<file path="src/rtl/rso_pkg.sv">
// rso_pkg: shared constants, config register codes and item structs for the
// rounded square overlay. No dependencies.
package rso_pkg;

	localparam int MAX_SIDE    = 256;
	localparam int SIDE_W      = $clog2(MAX_SIDE + 1);
	localparam int OFS_W       = SIDE_W + 1;
	localparam int PCT_W       = 6;
	localparam int PCT_MAX     = 50;
	localparam int RAD_W       = $clog2(MAX_SIDE / 2 + 1);
	localparam int PROD_W      = SIDE_W + PCT_W;
	// floor(n / 100) as (n * RECIP) >> RECIP_SHIFT, exact for n below 2**PROD_W
	localparam int RECIP       = 5243;
	localparam int RECIP_W     = 13;
	localparam int RECIP_SHIFT = 19;
	localparam int REC_W       = PROD_W + RECIP_W;
	localparam int SQ_W        = 2 * RAD_W;
	localparam int SUM_W       = SQ_W + 1;
	localparam int CH_W        = 8;

	localparam int QDEPTH      = 4;
	localparam int QPTR_W      = $clog2(QDEPTH);
	localparam int QCNT_W      = $clog2(QDEPTH + 1);

	localparam int CFG_IDX_W   = 4;
	localparam int CFG_DATA_W  = 9;
	localparam int SETTLE_CYC  = 4;
	localparam int SETTLE_W    = $clog2(SETTLE_CYC + 1);

	typedef enum logic [CFG_IDX_W-1:0] {
		REG_IMAGE_WIDTH    = 4'd0,
		REG_IMAGE_HEIGHT   = 4'd1,
		REG_SQUARE_SIZE    = 4'd2,
		REG_RADIUS_PERCENT = 4'd3,
		REG_FILL_RED       = 4'd4,
		REG_FILL_GREEN     = 4'd5,
		REG_FILL_BLUE      = 4'd6,
		REG_ERASE_MODE     = 4'd7
	} cfg_idx_t;

	typedef struct packed {
		logic [CH_W-1:0] in_red;
		logic [CH_W-1:0] in_green;
		logic [CH_W-1:0] in_blue;
		logic [CH_W-1:0] in_alpha;
	} pix_in_t;

	typedef struct packed {
		logic [CH_W-1:0] out_red;
		logic [CH_W-1:0] out_green;
		logic [CH_W-1:0] out_blue;
		logic [CH_W-1:0] out_alpha;
		logic            frame_end;
	} pix_out_t;

	// derived geometry, settled by the rso_cfg pipeline after a register write
	typedef struct packed {
		logic [SIDE_W-1:0]        w_last;
		logic [SIDE_W-1:0]        h_last;
		logic [SIDE_W-1:0]        side;
		logic signed [OFS_W-1:0]  sx;
		logic signed [OFS_W-1:0]  sy;
		logic [RAD_W-1:0]         rad;
		logic [SIDE_W-1:0]        hi;
		logic [SQ_W-1:0]          rad2;
	} geom_t;

	typedef struct packed {
		logic [CH_W-1:0] red;
		logic [CH_W-1:0] green;
		logic [CH_W-1:0] blue;
		logic            erase;
	} fill_t;

	typedef struct packed {
		pix_in_t          pix;
		logic             in_square;
		logic [RAD_W-1:0] dx;
		logic [RAD_W-1:0] dy;
		logic             frame_end;
	} q_item_t;

endpackage

</file>
<file path="src/rtl/rso_cfg.sv">
// rso_cfg: configuration registers and the registered pipeline that derives
// square offsets, corner radius and radius squared. Uses rso_pkg.
module rso_cfg (
	input  logic                           clk,
	input  logic                           arst_n,
	input  logic                           cfg_valid,
	input  logic [rso_pkg::CFG_IDX_W-1:0]  cfg_index,
	input  logic [rso_pkg::CFG_DATA_W-1:0] cfg_data,
	output rso_pkg::geom_t                 geom,
	output rso_pkg::fill_t                 fill,
	output logic                           busy
);
	import rso_pkg::*;

	logic [SIDE_W-1:0]   width_q, height_q, size_q;
	logic [PCT_W-1:0]    pct_q;
	logic [CH_W-1:0]     red_q, green_q, blue_q;
	logic                erase_q;
	logic [SETTLE_W-1:0] settle_q;

	logic [SIDE_W-1:0]        w_c, h_c, s_c;
	logic [PCT_W-1:0]         p_c;
	logic signed [OFS_W-1:0]  dw_c, dh_c, tw_c, th_c;

	logic [SIDE_W-1:0]        w_last_q, h_last_q, side_q, hi_q;
	logic signed [OFS_W-1:0]  sx_q, sy_q;
	logic [PROD_W-1:0]        prod_q;
	logic [REC_W-1:0]         rec_q;
	logic [RAD_W-1:0]         rad_q;
	logic [SQ_W-1:0]          rad2_q;

	always_ff @(posedge clk or negedge arst_n) begin
		if (!arst_n) begin
			width_q  <= SIDE_W'(196);
			height_q <= SIDE_W'(196);
			size_q   <= SIDE_W'(196);
			pct_q    <= '0;
			red_q    <= '0;
			green_q  <= '0;
			blue_q   <= '0;
			erase_q  <= 1'b0;
		end else if (cfg_valid) begin
			unique case (cfg_index)
				REG_IMAGE_WIDTH:    width_q  <= cfg_data[SIDE_W-1:0];
				REG_IMAGE_HEIGHT:   height_q <= cfg_data[SIDE_W-1:0];
				REG_SQUARE_SIZE:    size_q   <= cfg_data[SIDE_W-1:0];
				REG_RADIUS_PERCENT: pct_q    <= cfg_data[PCT_W-1:0];
				REG_FILL_RED:       red_q    <= cfg_data[CH_W-1:0];
				REG_FILL_GREEN:     green_q  <= cfg_data[CH_W-1:0];
				REG_FILL_BLUE:      blue_q   <= cfg_data[CH_W-1:0];
				REG_ERASE_MODE:     erase_q  <= cfg_data[0];
				default: ;
			endcase
		end
	end

	// input stalls until the derived pipeline has caught up with a write
	always_ff @(posedge clk or negedge arst_n) begin
		if (!arst_n) begin
			settle_q <= SETTLE_W'(SETTLE_CYC);
		end else if (cfg_valid) begin
			settle_q <= SETTLE_W'(SETTLE_CYC);
		end else if (settle_q != '0) begin
			settle_q <= settle_q - 1'b1;
		end
	end

	function automatic logic [SIDE_W-1:0] clamp_side(input logic [SIDE_W-1:0] v);
		logic [SIDE_W-1:0] r;
		r = v;
		if (v == '0)
			r = SIDE_W'(1);
		else if (v > SIDE_W'(MAX_SIDE))
			r = SIDE_W'(MAX_SIDE);
		return r;
	endfunction

	always_comb begin
		w_c  = clamp_side(width_q);
		h_c  = clamp_side(height_q);
		s_c  = clamp_side(size_q);
		p_c  = (pct_q > PCT_W'(PCT_MAX)) ? PCT_W'(PCT_MAX) : pct_q;
		dw_c = $signed({1'b0, w_c}) - $signed({1'b0, s_c});
		dh_c = $signed({1'b0, h_c}) - $signed({1'b0, s_c});
		// halve with truncation toward zero
		tw_c = dw_c + $signed({{(OFS_W-1){1'b0}}, dw_c[OFS_W-1]});
		th_c = dh_c + $signed({{(OFS_W-1){1'b0}}, dh_c[OFS_W-1]});
	end

	always_ff @(posedge clk) begin
		w_last_q <= w_c - 1'b1;
		h_last_q <= h_c - 1'b1;
		side_q   <= s_c;
		sx_q     <= tw_c >>> 1;
		sy_q     <= th_c >>> 1;
		prod_q   <= PROD_W'(s_c * p_c);
		rec_q    <= REC_W'(prod_q * RECIP_W'(RECIP));
		rad_q    <= rec_q[RECIP_SHIFT +: RAD_W];
		hi_q     <= side_q - SIDE_W'(rad_q);
		rad2_q   <= SQ_W'(rad_q * rad_q);
	end

	always_comb begin
		geom.w_last = w_last_q;
		geom.h_last = h_last_q;
		geom.side   = side_q;
		geom.sx     = sx_q;
		geom.sy     = sy_q;
		geom.rad    = rad_q;
		geom.hi     = hi_q;
		geom.rad2   = rad2_q;
		fill.red    = red_q;
		fill.green  = green_q;
		fill.blue   = blue_q;
		fill.erase  = erase_q;
		busy        = (settle_q != '0);
	end

	a_write_holds_busy: assert property (@(posedge clk) disable iff (!arst_n)
		cfg_valid |=> busy)
		else $error("config write did not hold off the input");

endmodule

</file>
<file path="src/rtl/rso_front.sv">
// rso_front: accepts pixels, tracks column and row, and classifies each pixel
// against the square and its corners. Uses rso_pkg.
module rso_front (
	input  logic             clk,
	input  logic             arst_n,
	input  logic             pix_valid,
	input  rso_pkg::pix_in_t pix,
	output logic             pix_stall,
	input  logic             busy,
	input  rso_pkg::geom_t   geom,
	input  logic             q_full,
	output logic             q_push,
	output rso_pkg::q_item_t q_item
);
	import rso_pkg::*;

	logic [SIDE_W-1:0]  col_q, row_q;
	logic               last_col, last_row;
	logic signed [OFS_W:0] lx, ly;
	logic               in_x, in_y;
	logic [SIDE_W-1:0]  ux, uy;

	function automatic logic [RAD_W-1:0] corner_dist(input logic [SIDE_W-1:0] u,
		input logic [RAD_W-1:0] rad, input logic [SIDE_W-1:0] hi);
		logic [RAD_W-1:0] d;
		d = '0;
		if (u < SIDE_W'(rad))
			d = RAD_W'(SIDE_W'(rad) - u);
		else if (u >= hi)
			d = RAD_W'(u - hi + 1'b1);
		return d;
	endfunction

	always_comb begin
		pix_stall = busy || q_full;
		q_push    = pix_valid && !pix_stall;
		last_col  = (col_q >= geom.w_last);
		last_row  = (row_q >= geom.h_last);
		lx = $signed({2'b00, col_q}) - $signed({geom.sx[OFS_W-1], geom.sx});
		ly = $signed({2'b00, row_q}) - $signed({geom.sy[OFS_W-1], geom.sy});
		in_x = !lx[OFS_W] && (lx[OFS_W-1:0] < {1'b0, geom.side});
		in_y = !ly[OFS_W] && (ly[OFS_W-1:0] < {1'b0, geom.side});
		ux = lx[SIDE_W-1:0];
		uy = ly[SIDE_W-1:0];
		q_item.pix       = pix;
		q_item.in_square = in_x && in_y;
		q_item.dx        = corner_dist(ux, geom.rad, geom.hi);
		q_item.dy        = corner_dist(uy, geom.rad, geom.hi);
		q_item.frame_end = last_col && last_row;
	end

	always_ff @(posedge clk or negedge arst_n) begin
		if (!arst_n) begin
			col_q <= '0;
			row_q <= '0;
		end else if (q_push) begin
			if (last_col) begin
				col_q <= '0;
				row_q <= last_row ? '0 : row_q + 1'b1;
			end else begin
				col_q <= col_q + 1'b1;
			end
		end
	end

endmodule

</file>
<file path="src/rtl/rso_queue.sv">
// rso_queue: short queue of classified items between front and back.
// Uses rso_pkg.
module rso_queue (
	input  logic             clk,
	input  logic             arst_n,
	input  logic             push,
	input  rso_pkg::q_item_t push_item,
	input  logic             pop,
	output rso_pkg::q_item_t head,
	output logic             full,
	output logic             empty
);
	import rso_pkg::*;

	q_item_t           mem_q [QDEPTH];
	logic [QPTR_W-1:0] wr_q, rd_q;
	logic [QCNT_W-1:0] cnt_q;

	always_comb begin
		full  = (cnt_q == QCNT_W'(QDEPTH));
		empty = (cnt_q == '0);
		head  = mem_q[rd_q];
	end

	always_ff @(posedge clk) begin
		if (push)
			mem_q[wr_q] <= push_item;
	end

	always_ff @(posedge clk or negedge arst_n) begin
		if (!arst_n) begin
			wr_q  <= '0;
			rd_q  <= '0;
			cnt_q <= '0;
		end else begin
			if (push)
				wr_q <= wr_q + 1'b1;
			if (pop)
				rd_q <= rd_q + 1'b1;
			if (push && !pop)
				cnt_q <= cnt_q + 1'b1;
			else if (pop && !push)
				cnt_q <= cnt_q - 1'b1;
		end
	end

	a_no_overflow: assert property (@(posedge clk) disable iff (!arst_n)
		!(push && full))
		else $error("queue written while full");

	a_no_underflow: assert property (@(posedge clk) disable iff (!arst_n)
		!(pop && empty))
		else $error("queue read while empty");

endmodule

</file>
<file path="src/rtl/rso_back.sv">
// rso_back: squares the corner distances, decides coverage and drives the
// registered result. Uses rso_pkg.
module rso_back (
	input  logic              clk,
	input  logic              arst_n,
	input  logic              q_empty,
	input  rso_pkg::q_item_t  q_head,
	output logic              q_pop,
	input  rso_pkg::geom_t    geom,
	input  rso_pkg::fill_t    fill,
	output logic              res_valid,
	input  logic              res_stall,
	output rso_pkg::pix_out_t res
);
	import rso_pkg::*;

	logic              v_s1, v_s2;
	pix_in_t           pix_s1;
	logic              in_square_s1, fe_s1;
	logic [SQ_W-1:0]   dx2_s1, dy2_s1;
	pix_out_t          res_s2, res_c;
	logic              adv1, adv2, covered;
	logic [SUM_W-1:0]  dist2;

	always_comb begin
		adv2    = !v_s2 || !res_stall;
		adv1    = !v_s1 || adv2;
		q_pop   = adv1 && !q_empty;
		dist2   = {1'b0, dx2_s1} + {1'b0, dy2_s1};
		covered = in_square_s1 && (dist2 <= SUM_W'(geom.rad2));
		if (!covered) begin
			res_c.out_red   = pix_s1.in_red;
			res_c.out_green = pix_s1.in_green;
			res_c.out_blue  = pix_s1.in_blue;
			res_c.out_alpha = pix_s1.in_alpha;
		end else if (fill.erase) begin
			res_c.out_red   = '0;
			res_c.out_green = '0;
			res_c.out_blue  = '0;
			res_c.out_alpha = '0;
		end else begin
			res_c.out_red   = fill.red;
			res_c.out_green = fill.green;
			res_c.out_blue  = fill.blue;
			res_c.out_alpha = '1;
		end
		res_c.frame_end = fe_s1;
		res_valid       = v_s2;
		res             = res_s2;
	end

	always_ff @(posedge clk or negedge arst_n) begin
		if (!arst_n) begin
			v_s1 <= 1'b0;
			v_s2 <= 1'b0;
		end else begin
			if (adv1)
				v_s1 <= !q_empty;
			if (adv2)
				v_s2 <= v_s1;
		end
	end

	always_ff @(posedge clk) begin
		if (adv1) begin
			pix_s1       <= q_head.pix;
			in_square_s1 <= q_head.in_square;
			fe_s1        <= q_head.frame_end;
			dx2_s1       <= SQ_W'(q_head.dx * q_head.dx);
			dy2_s1       <= SQ_W'(q_head.dy * q_head.dy);
		end
		if (adv2)
			res_s2 <= res_c;
	end

	a_s1_holds: assert property (@(posedge clk) disable iff (!arst_n)
		(v_s1 && !adv2) |=> (v_s1 && $stable(dx2_s1) && $stable(fe_s1)))
		else $error("stage one item lost while the result was stalled");

endmodule

</file>
<file path="src/rtl/rounded_square_overlay_unit.sv">
// rounded_square_overlay_unit: top level of the rounded square overlay.
// Instantiates rso_cfg, rso_front, rso_queue and rso_back; uses rso_pkg.
//
//  channel   direction  handshake              payload
//  pix       in         pix_valid / pix_stall  pix (pix_in_t: rgba)
//  res       out        res_valid / res_stall  res (pix_out_t: rgba, frame_end)
//  cfg       in         cfg_valid / cfg_ready  cfg_index, cfg_data
//
// one item per clock sustained while res is not stalled and nothing settles;
// an accepted item passes the queue, the square stage and the output register
// the input stalls after reset and after every register write while the
// offset / radius / radius-squared pipeline settles
// a stalled result backs up into the four-entry queue; the input stalls only
// once that queue is full
// cfg_ready is always high; writes belong between frames with nothing in flight
module rounded_square_overlay_unit (
	input  logic                           clk,
	input  logic                           arst_n,
	input  logic                           pix_valid,
	output logic                           pix_stall,
	input  rso_pkg::pix_in_t               pix,
	output logic                           res_valid,
	input  logic                           res_stall,
	output rso_pkg::pix_out_t              res,
	input  logic                           cfg_valid,
	output logic                           cfg_ready,
	input  logic [rso_pkg::CFG_IDX_W-1:0]  cfg_index,
	input  logic [rso_pkg::CFG_DATA_W-1:0] cfg_data
);
	import rso_pkg::*;

	geom_t   geom;
	fill_t   fill;
	logic    busy;
	logic    q_push, q_pop, q_full, q_empty;
	q_item_t q_item, q_head;

	// register writes are always taken
	assign cfg_ready = 1'b1;

	// configuration and derived geometry
	rso_cfg u_cfg (
		.clk       (clk),
		.arst_n    (arst_n),
		.cfg_valid (cfg_valid),
		.cfg_index (cfg_index),
		.cfg_data  (cfg_data),
		.geom      (geom),
		.fill      (fill),
		.busy      (busy)
	);

	// front: raster position and corner classification
	rso_front u_front (
		.clk       (clk),
		.arst_n    (arst_n),
		.pix_valid (pix_valid),
		.pix       (pix),
		.pix_stall (pix_stall),
		.busy      (busy),
		.geom      (geom),
		.q_full    (q_full),
		.q_push    (q_push),
		.q_item    (q_item)
	);

	// decoupling queue so front and back stall on their own
	rso_queue u_queue (
		.clk       (clk),
		.arst_n    (arst_n),
		.push      (q_push),
		.push_item (q_item),
		.pop       (q_pop),
		.head      (q_head),
		.full      (q_full),
		.empty     (q_empty)
	);

	// back: distance test, fill or erase, output register
	rso_back u_back (
		.clk       (clk),
		.arst_n    (arst_n),
		.q_empty   (q_empty),
		.q_head    (q_head),
		.q_pop     (q_pop),
		.geom      (geom),
		.fill      (fill),
		.res_valid (res_valid),
		.res_stall (res_stall),
		.res       (res)
	);

endmodule

</file>
<file path="config.mk">
export PLATFORM = sky130hd
export DESIGN_NAME = rounded_square_overlay_unit
export DESIGN_NICKNAME = d
export VERILOG_FILES = /design/src/rtl/rso_pkg.sv /design/src/rtl/rso_cfg.sv /design/src/rtl/rso_front.sv /design/src/rtl/rso_queue.sv /design/src/rtl/rso_back.sv /design/src/rtl/rounded_square_overlay_unit.sv
export SDC_FILE = /design/constraint.sdc
export NUM_CORES = 1
export LEC_CHECK = 0
export BUFFER_PORTS_ARGS = -buffer_cell sky130_fd_sc_hd__buf_2
export CORE_MARGIN = 2
export CORE_UTILIZATION = 59
export CTS_BUF_LIST = sky130_fd_sc_hd__clkbuf_8
export CTS_CLUSTER_DIAMETER = 60
export DETAILED_ROUTE_END_ITERATION = 8
export GPL_TIMING_DRIVEN = 0
export PLACE_DENSITY_LB_ADDON = 0.25
export SYNTH_ARGS = -nofsm -noshare
export SYNTH_HDL_FRONTEND = slang
export SYNTH_SLANG_ARGS = --single-unit
export TNS_END_PERCENT = 10
</file>
<file path="constraint.sdc">
create_clock -name clk -period 5.3 [get_ports clk]
set_clock_uncertainty 0.1 [all_clocks]
set_input_delay 0.53 -clock clk [delete_from_list [all_inputs] [get_ports clk]]
set_output_delay 0.53 -clock clk [all_outputs]
set_load 0.05 [all_outputs]
</file>
# Word-level counts from Yosys, hierarchy flattened
# Memory sizes are Yosys's and may differ from the RTL's.
# Index checks and enable logic that the tools add are counted.
# op_classes
multipliers	5
muxes	21
eq_ne	8
n_lt_le_gt_ge	13
reduce_logical	38
addsub	23
# ops
operator	count
9-bit 2-to-1 mux	8
32-bit 2-to-1 mux	2
8-bit by 8-bit multiplier with 16-bit output	3
9-bit greater-or-equal comparator	4
8-bit 2-to-1 mux	4
8-bit subtractor	4
9-bit greater-than comparator (second input constant)	3
9-bit logical NOT	3
15-bit by 13-bit multiplier with 27-bit output (second input constant)	1
10-bit by 9-bit subtractor with 11-bit output	2
10-bit by 2-bit adder with 10-bit output	2
10-bit by 9-bit less-than comparator with 1-bit output	2
9-bit by 9-bit subtractor with 10-bit output	2
9-bit by 1-bit adder with 9-bit output (second input constant)	2
9-bit by 8-bit less-than comparator with 1-bit output	2
2-bit AND reduction	9
9-bit by 1-bit subtractor with 9-bit output (second input constant)	2
16-bit by 16-bit adder with 17-bit output	1
17-bit by 16-bit <= comparator with 1-bit output	1
8-bit by 1-bit adder with 8-bit output (second input constant)	2
4-bit by 3-bit equality test with 1-bit output (second input constant)	4
9-bit by 6-bit multiplier with 15-bit output	1
3-bit 2-to-1 mux	4
1-bit logical AND	9
16 further kinds	31
# word_totals
out_inout_bits	36
mem_count	1
register_bits	307
ramBits	200
wordCells	148
in_bits	50
# mem_list
name	words	width	read_ports	rd_clocked_by_memory_dff	write_ports	line	source
u_queue.mem_q	4	50	1	0	1	rso_queue.sv:15	q_item_t mem_q [QDEPTH];

# Longest topological paths before layout
# depth
word_depth	8
mapped_depth	21
mapped_depth_nobuf	18

# Modules after synthesis
# A second synthesis with hierarchy kept.
# unflattened
hier_cells	2924
hier_area_um2	33608.5
# modules_own_cells
mod	cells_per_inst	seq_area_each_um2	n_inst	area_per_inst_um2
rso_cfg	1279	3540.9	1	12861.1
rso_back	708	2962.8	1	7976.4
rso_queue	296	6180.9	1	7669.9
rso_front	639	450.4	1	5089.9
rounded_square_overlay_unit	2	0.0	1	11.3

# Least setup slack after synthesis
# OpenSTA, ideal clock, no wires.
# synth_path
kind	flip-flop to flip-flop
start	reg u_queue.rd_q[0]
end	reg u_back.dy2_s1[14] (data pin)
setup_time_ns	0.135
required_time_ns	5.065
n_path_buf	3
arrival_ns	5.327
path_slack_ns	-0.262
stages_incl_launch_ff	20
synth_period_minus_slack_ns	5.562
path_cell_list	dfrtp_1 > buf_2 > buf_2 > buf_4 > mux4_2 > nand2_1 > inv_1 > fa_1 > inv_1 > fa_1 > inv_1 > fa_1 > inv_1 > fa_1 > inv_1 > ha_1 > nand2_1 > o21a_1 > or4b_2 > nand3_1
# synth_between
elab_chain_len	2
# synth_lines
item	line	source
start, declared	rso_queue.sv:16	logic [QPTR_W-1:0] wr_q, rd_q;
start signal, assigned	rso_queue.sv:39	rd_q <= rd_q + 1'b1;
memory 4 x 50 bit	n/a	
8-bit by 8-bit multiplier with 16-bit output	rso_back.sv:70	dy2_s1 <= SQ_W'(q_head.dy * q_head.dy);
end signal, assigned	rso_back.sv:70	
end, declared	rso_back.sv:20	logic [SQ_W-1:0] dx2_s1, dy2_s1;
# No other way between the ends.
# A chain may end at the register's enable or synchronous reset.

# Final worst setup path
# layout_path
start	reg u_queue.rd_q[0]
end	reg u_back.dx2_s1[15] (data pin)
# layout_between
elab_chain_len	2
# layout_lines
item	line	source
memory 4 x 50 bit	n/a	
8-bit by 8-bit multiplier with 16-bit output	rso_back.sv:69	dx2_s1 <= SQ_W'(q_head.dx * q_head.dx);
end signal, assigned	rso_back.sv:69	
end, declared	rso_back.sv:20	
# No other way between the ends.

==> reports/summary.md <==
Status
* **run status** finished, violations left
* **violated checks** negative setup slack

Flow run
* **count of maximum capacitance violations** 0

Clocking
* **total clock buffers created by CTS** 81
* **clock transition at the registers of the reported paths** 60 ps
* **H-tree depth** 3
* **root buffer selected by CTS** sky130_fd_sc_hd__clkbuf_8
* **maximum buffer depth of the clock tree** 3
* **total number of clock tree sinks** 485
* **clock tree from TritonCTS** built
* **Clk Latency, worst-skew pair** 670 ps

STA
* **final period utilization** 100%
* **RSZ-0062 raised after global routing** true
* **actual slew at the worst max-slew pin** 978 ps
* **worst path setup slack after routing** -22.0 ps
* **max-slew violation count** 0
* **achievable clock frequency** 188 MHz
* **final critical-path required period** 5320 ps
* **relative slew slack** 33.9%
* **number of setup violations in the final report** 2
* **final hold violations** 0

Finish
* **synthesis-to-finish area growth** 11.4%
* **commonest non-fill, non-tap cells in the layout** 512 x sky130_fd_sc_hd__inv_1, 391 x sky130_fd_sc_hd__ha_1, 297 x sky130_fd_sc_hd__edfxtp_1
* **ratio of cells with drive above 1 in the final layout** 14.2%
* **total non-filler cell area in the finished layout** 36400 sq um
* **most frequent standard cell in the layout excluding fill and tap cells** sky130_fd_sc_hd__inv_1
* **number of nets in the layout** 3677
* **Final Instance Count excl. Fillers** 3861
* **fill count** 4085

Setup path
* **number of buffers and inverters on the critical path** 4
* **Required @ worst endpoint** 5600 ps
* **Arrival @ worst endpoint** 5620 ps
* **startpoint-to-endpoint class of the critical path** flip-flop to flip-flop
* **slowest CP cell** sky130_fd_sc_hd__mux4_2
* **dominant delay contributor by cell family on the critical path** adder cells
* **Worst Setup End Kind** flip-flop
* **CP Max Fanout** 10
* **sequence of cells on the critical path** buf_6 > buf_12 > mux4_2 > and2_4 > fa_1 > fa_1 > inv_1 > fa_1 > fa_1 > inv_1 > ha_1 > nor3_1 > nor3_2 > a211oi_2 > a21oi_1 > xnor2_1
* **most frequent CP cell** sky130_fd_sc_hd__fa_1
* **critical path's largest stage delay** 670 ps
* **crit start category** flip-flop

Routing
* **vias post-DR** 21200
* **DRT Pass-1 Iters** 6
* **post-route antenna net violation count** 0
* **wire length per cell after detailed routing** 17.7 um
* **number of DRC markers after the initial detailed-route iteration** 1164
* **Detailed Route WL** 68.2 mm
* **vias per cell** 5.48
* **post-detailed-route DRC marker count** 0

Synth
* **Synth Area in Simple Gates** 8.74%
* **portion of the post-synthesis area used by sequential elements** 40.1%
* **Syn. warnings** 0
* **Seq cells post-synth** 485
* **adder-cell area share of the yosys netlist** 26.5%
* **leading register cell type out of synthesis** sky130_fd_sc_hd__edfxtp_1
* **number of distinct library cells after synthesis** 78
* **combined area of all synthesized cells** 32700 sq um
* **proportion of synthesized area in mux cells** 7.22%
* **post-synthesis average cell area** 11.6 sq um
* **number of flops mapped to enable cells by yosys** 297
* **share of the synthesized area in compound gates (AO/OA/AOI/OAI)** 6.81%
* **async set-reset flop share out of synthesis** 18.1%
* **synthesized instance count** 2831
* **parity-gate share of the synthesized area counting xor and xnor cells** 4.42%
* **combinational family with the most area after synthesis** adder cells
* **net count after synthesis** 3462

Placement
* **IO Port Bufs** 82
* **number of cells in the design after placement** 3663
* **pre-CTS worst setup slack** -603 ps
* **final RePlAce weighted congestion** 0.853
* **final HPWL from detailed placement** 51.1 mm
* **instance area at placement** 34200 sq um

GRT
* **total congestion overflow after global routing** 0
* **maximum number of pins on one net before global-route repair** 52
* **antenna violations before repair** 1
* **via count of the first global-routing pass** 22100
* **wire length of the first global-routing pass** 110 mm
* **total routing resource utilization after global routing** 24.4%

Floorplanning
* **area of the die** 57400 sq um
* **Chip Height** 240 um
* **FP Rows** 86
* **starting density of the core** 59.5%
* **Die W** 240 um
* **standard cell core area** 55000 sq um
* **I/O pin count** 86

Min path
* **Hold Path Class** input port to flip-flop

## kinds of logic after synthesis
logic type	Yosys count
buf+inv	525
flops	485
xor+xnor	165
mux	163
compound gates	347
fa+ha+maj	581
other cells	1
simple gates	564
## worst register-to-register path, delay by kind of cell (launching register included)
| kind | cells | cell delay [ps] |
|---|---|---|
| compound gates | 2 | 380 |
| xor+xnor | 1 | 130 |
| fa+ha+maj | 5 | 2450 |
| buf+inv | 4 | 400 |
| flops | 1 | 340 |
| mux | 1 | 670 |
| simple gates | 3 | 610 |
## area by class of cell
class	instances	area, sq um	area share (%)
Antenna cell	1	2.50	0.00687
Sequential cell	485	13200	36.1
Clock buffer	92	1270	3.47
Tap cell	748	936	2.57
Timing Repair Buffer	134	943	2.59
Multi-Input combinational cell	1821	17700	48.6
Buffer	36	219	0.601
Clock inverter	57	362	0.992
Inverter	487	1830	5.02
## routing by layer
metal,share of wire (%),GRT usage [%],vias up
met2,50,42.3,441
met4,2.2,7.18,0
met5,0,0,-
met3,4.4,3.90,117
li1,-,-,10100
met1,43,31.7,10500
## flip-flops by register name, summed over array words and instances, names as in the netlist, 9 cells and up
register,flops
u_back.dx2_s1,15
u_back.dy2_s1,15
u_back.pix_s1,32
u_back.res,33
u_cfg.h_last_q,9
u_cfg.height_q,9
u_cfg.hi_q,9
u_cfg.prod_q,15
u_cfg.rad2_q,15
u_cfg.side_q,9
u_cfg.size_q,9
u_cfg.sx_q,9
u_cfg.sy_q,9
u_cfg.w_last_q,9
u_cfg.width_q,9
u_front.col_q,9
u_front.row_q,9
u_queue.mem_q,200
## per-stage QoR
stage / utilization, % / hold slack, ps / setup TNS [ps]
2_1_floorplan: - / 134 / 0
3_3_place_gp: 62.0 / 212 / -3640
3_5_place_dp: 62.1 / 212 / -4980
4_1_cts: 66.0 / 135 / -108
5_1_grt: 66.3 / 156 / -636
6_report: 66.3 / 192 / -38.9
## synthesized netlist by cell type, drive strengths merged (45+ instances only)
master  number  area [sq um]
edfxtp     297          8920
inv        486          1820
and2        53           332
nor2       135           507
a21oi      110           554
dfrtp       78          1950
xnor2      120          1050
nor2b       64           400
o21ai       72           364
ha         393          4920
fa         188          3760
mux2        84           946
mux4        50          1130
nand2      126           473
dfxtp      100          2000
xor2        45           394
## path summary, 6_finish.rpt
kind	from	endpoint	slack, ps	depth (start not counted)
worst max-delay path	u_queue.rd_q[0]	u_back.dx2_s1[15]	-20	16
worst min-delay path	cfg_data[7]	u_cfg.blue_q[7]	190	2
worst max register to register	u_queue.rd_q[0]	u_back.dx2_s1[15]	-20	16
worst min register to register	u_cfg.rec_q[19]	u_cfg.rad_q[0]	200	0
max in group asynchronous	arst_n	u_cfg.height_q[6]	4100	3
min in group asynchronous	arst_n	u_cfg.blue_q[7]	290	2
## what timing repair did
action                                  in CTS  in global routing
resized for setup                           22                 36
hold buffers                                35                  0
buffers inserted                             6                  9
endpoints found under the setup margin      22                 20
endpoints found under the hold margin      171                  0
pin swaps                                    1                  4
Power is left out: the tool's default activity adds up to more than one toggle a clock period on the data nets, which glitch-free logic cannot reach.
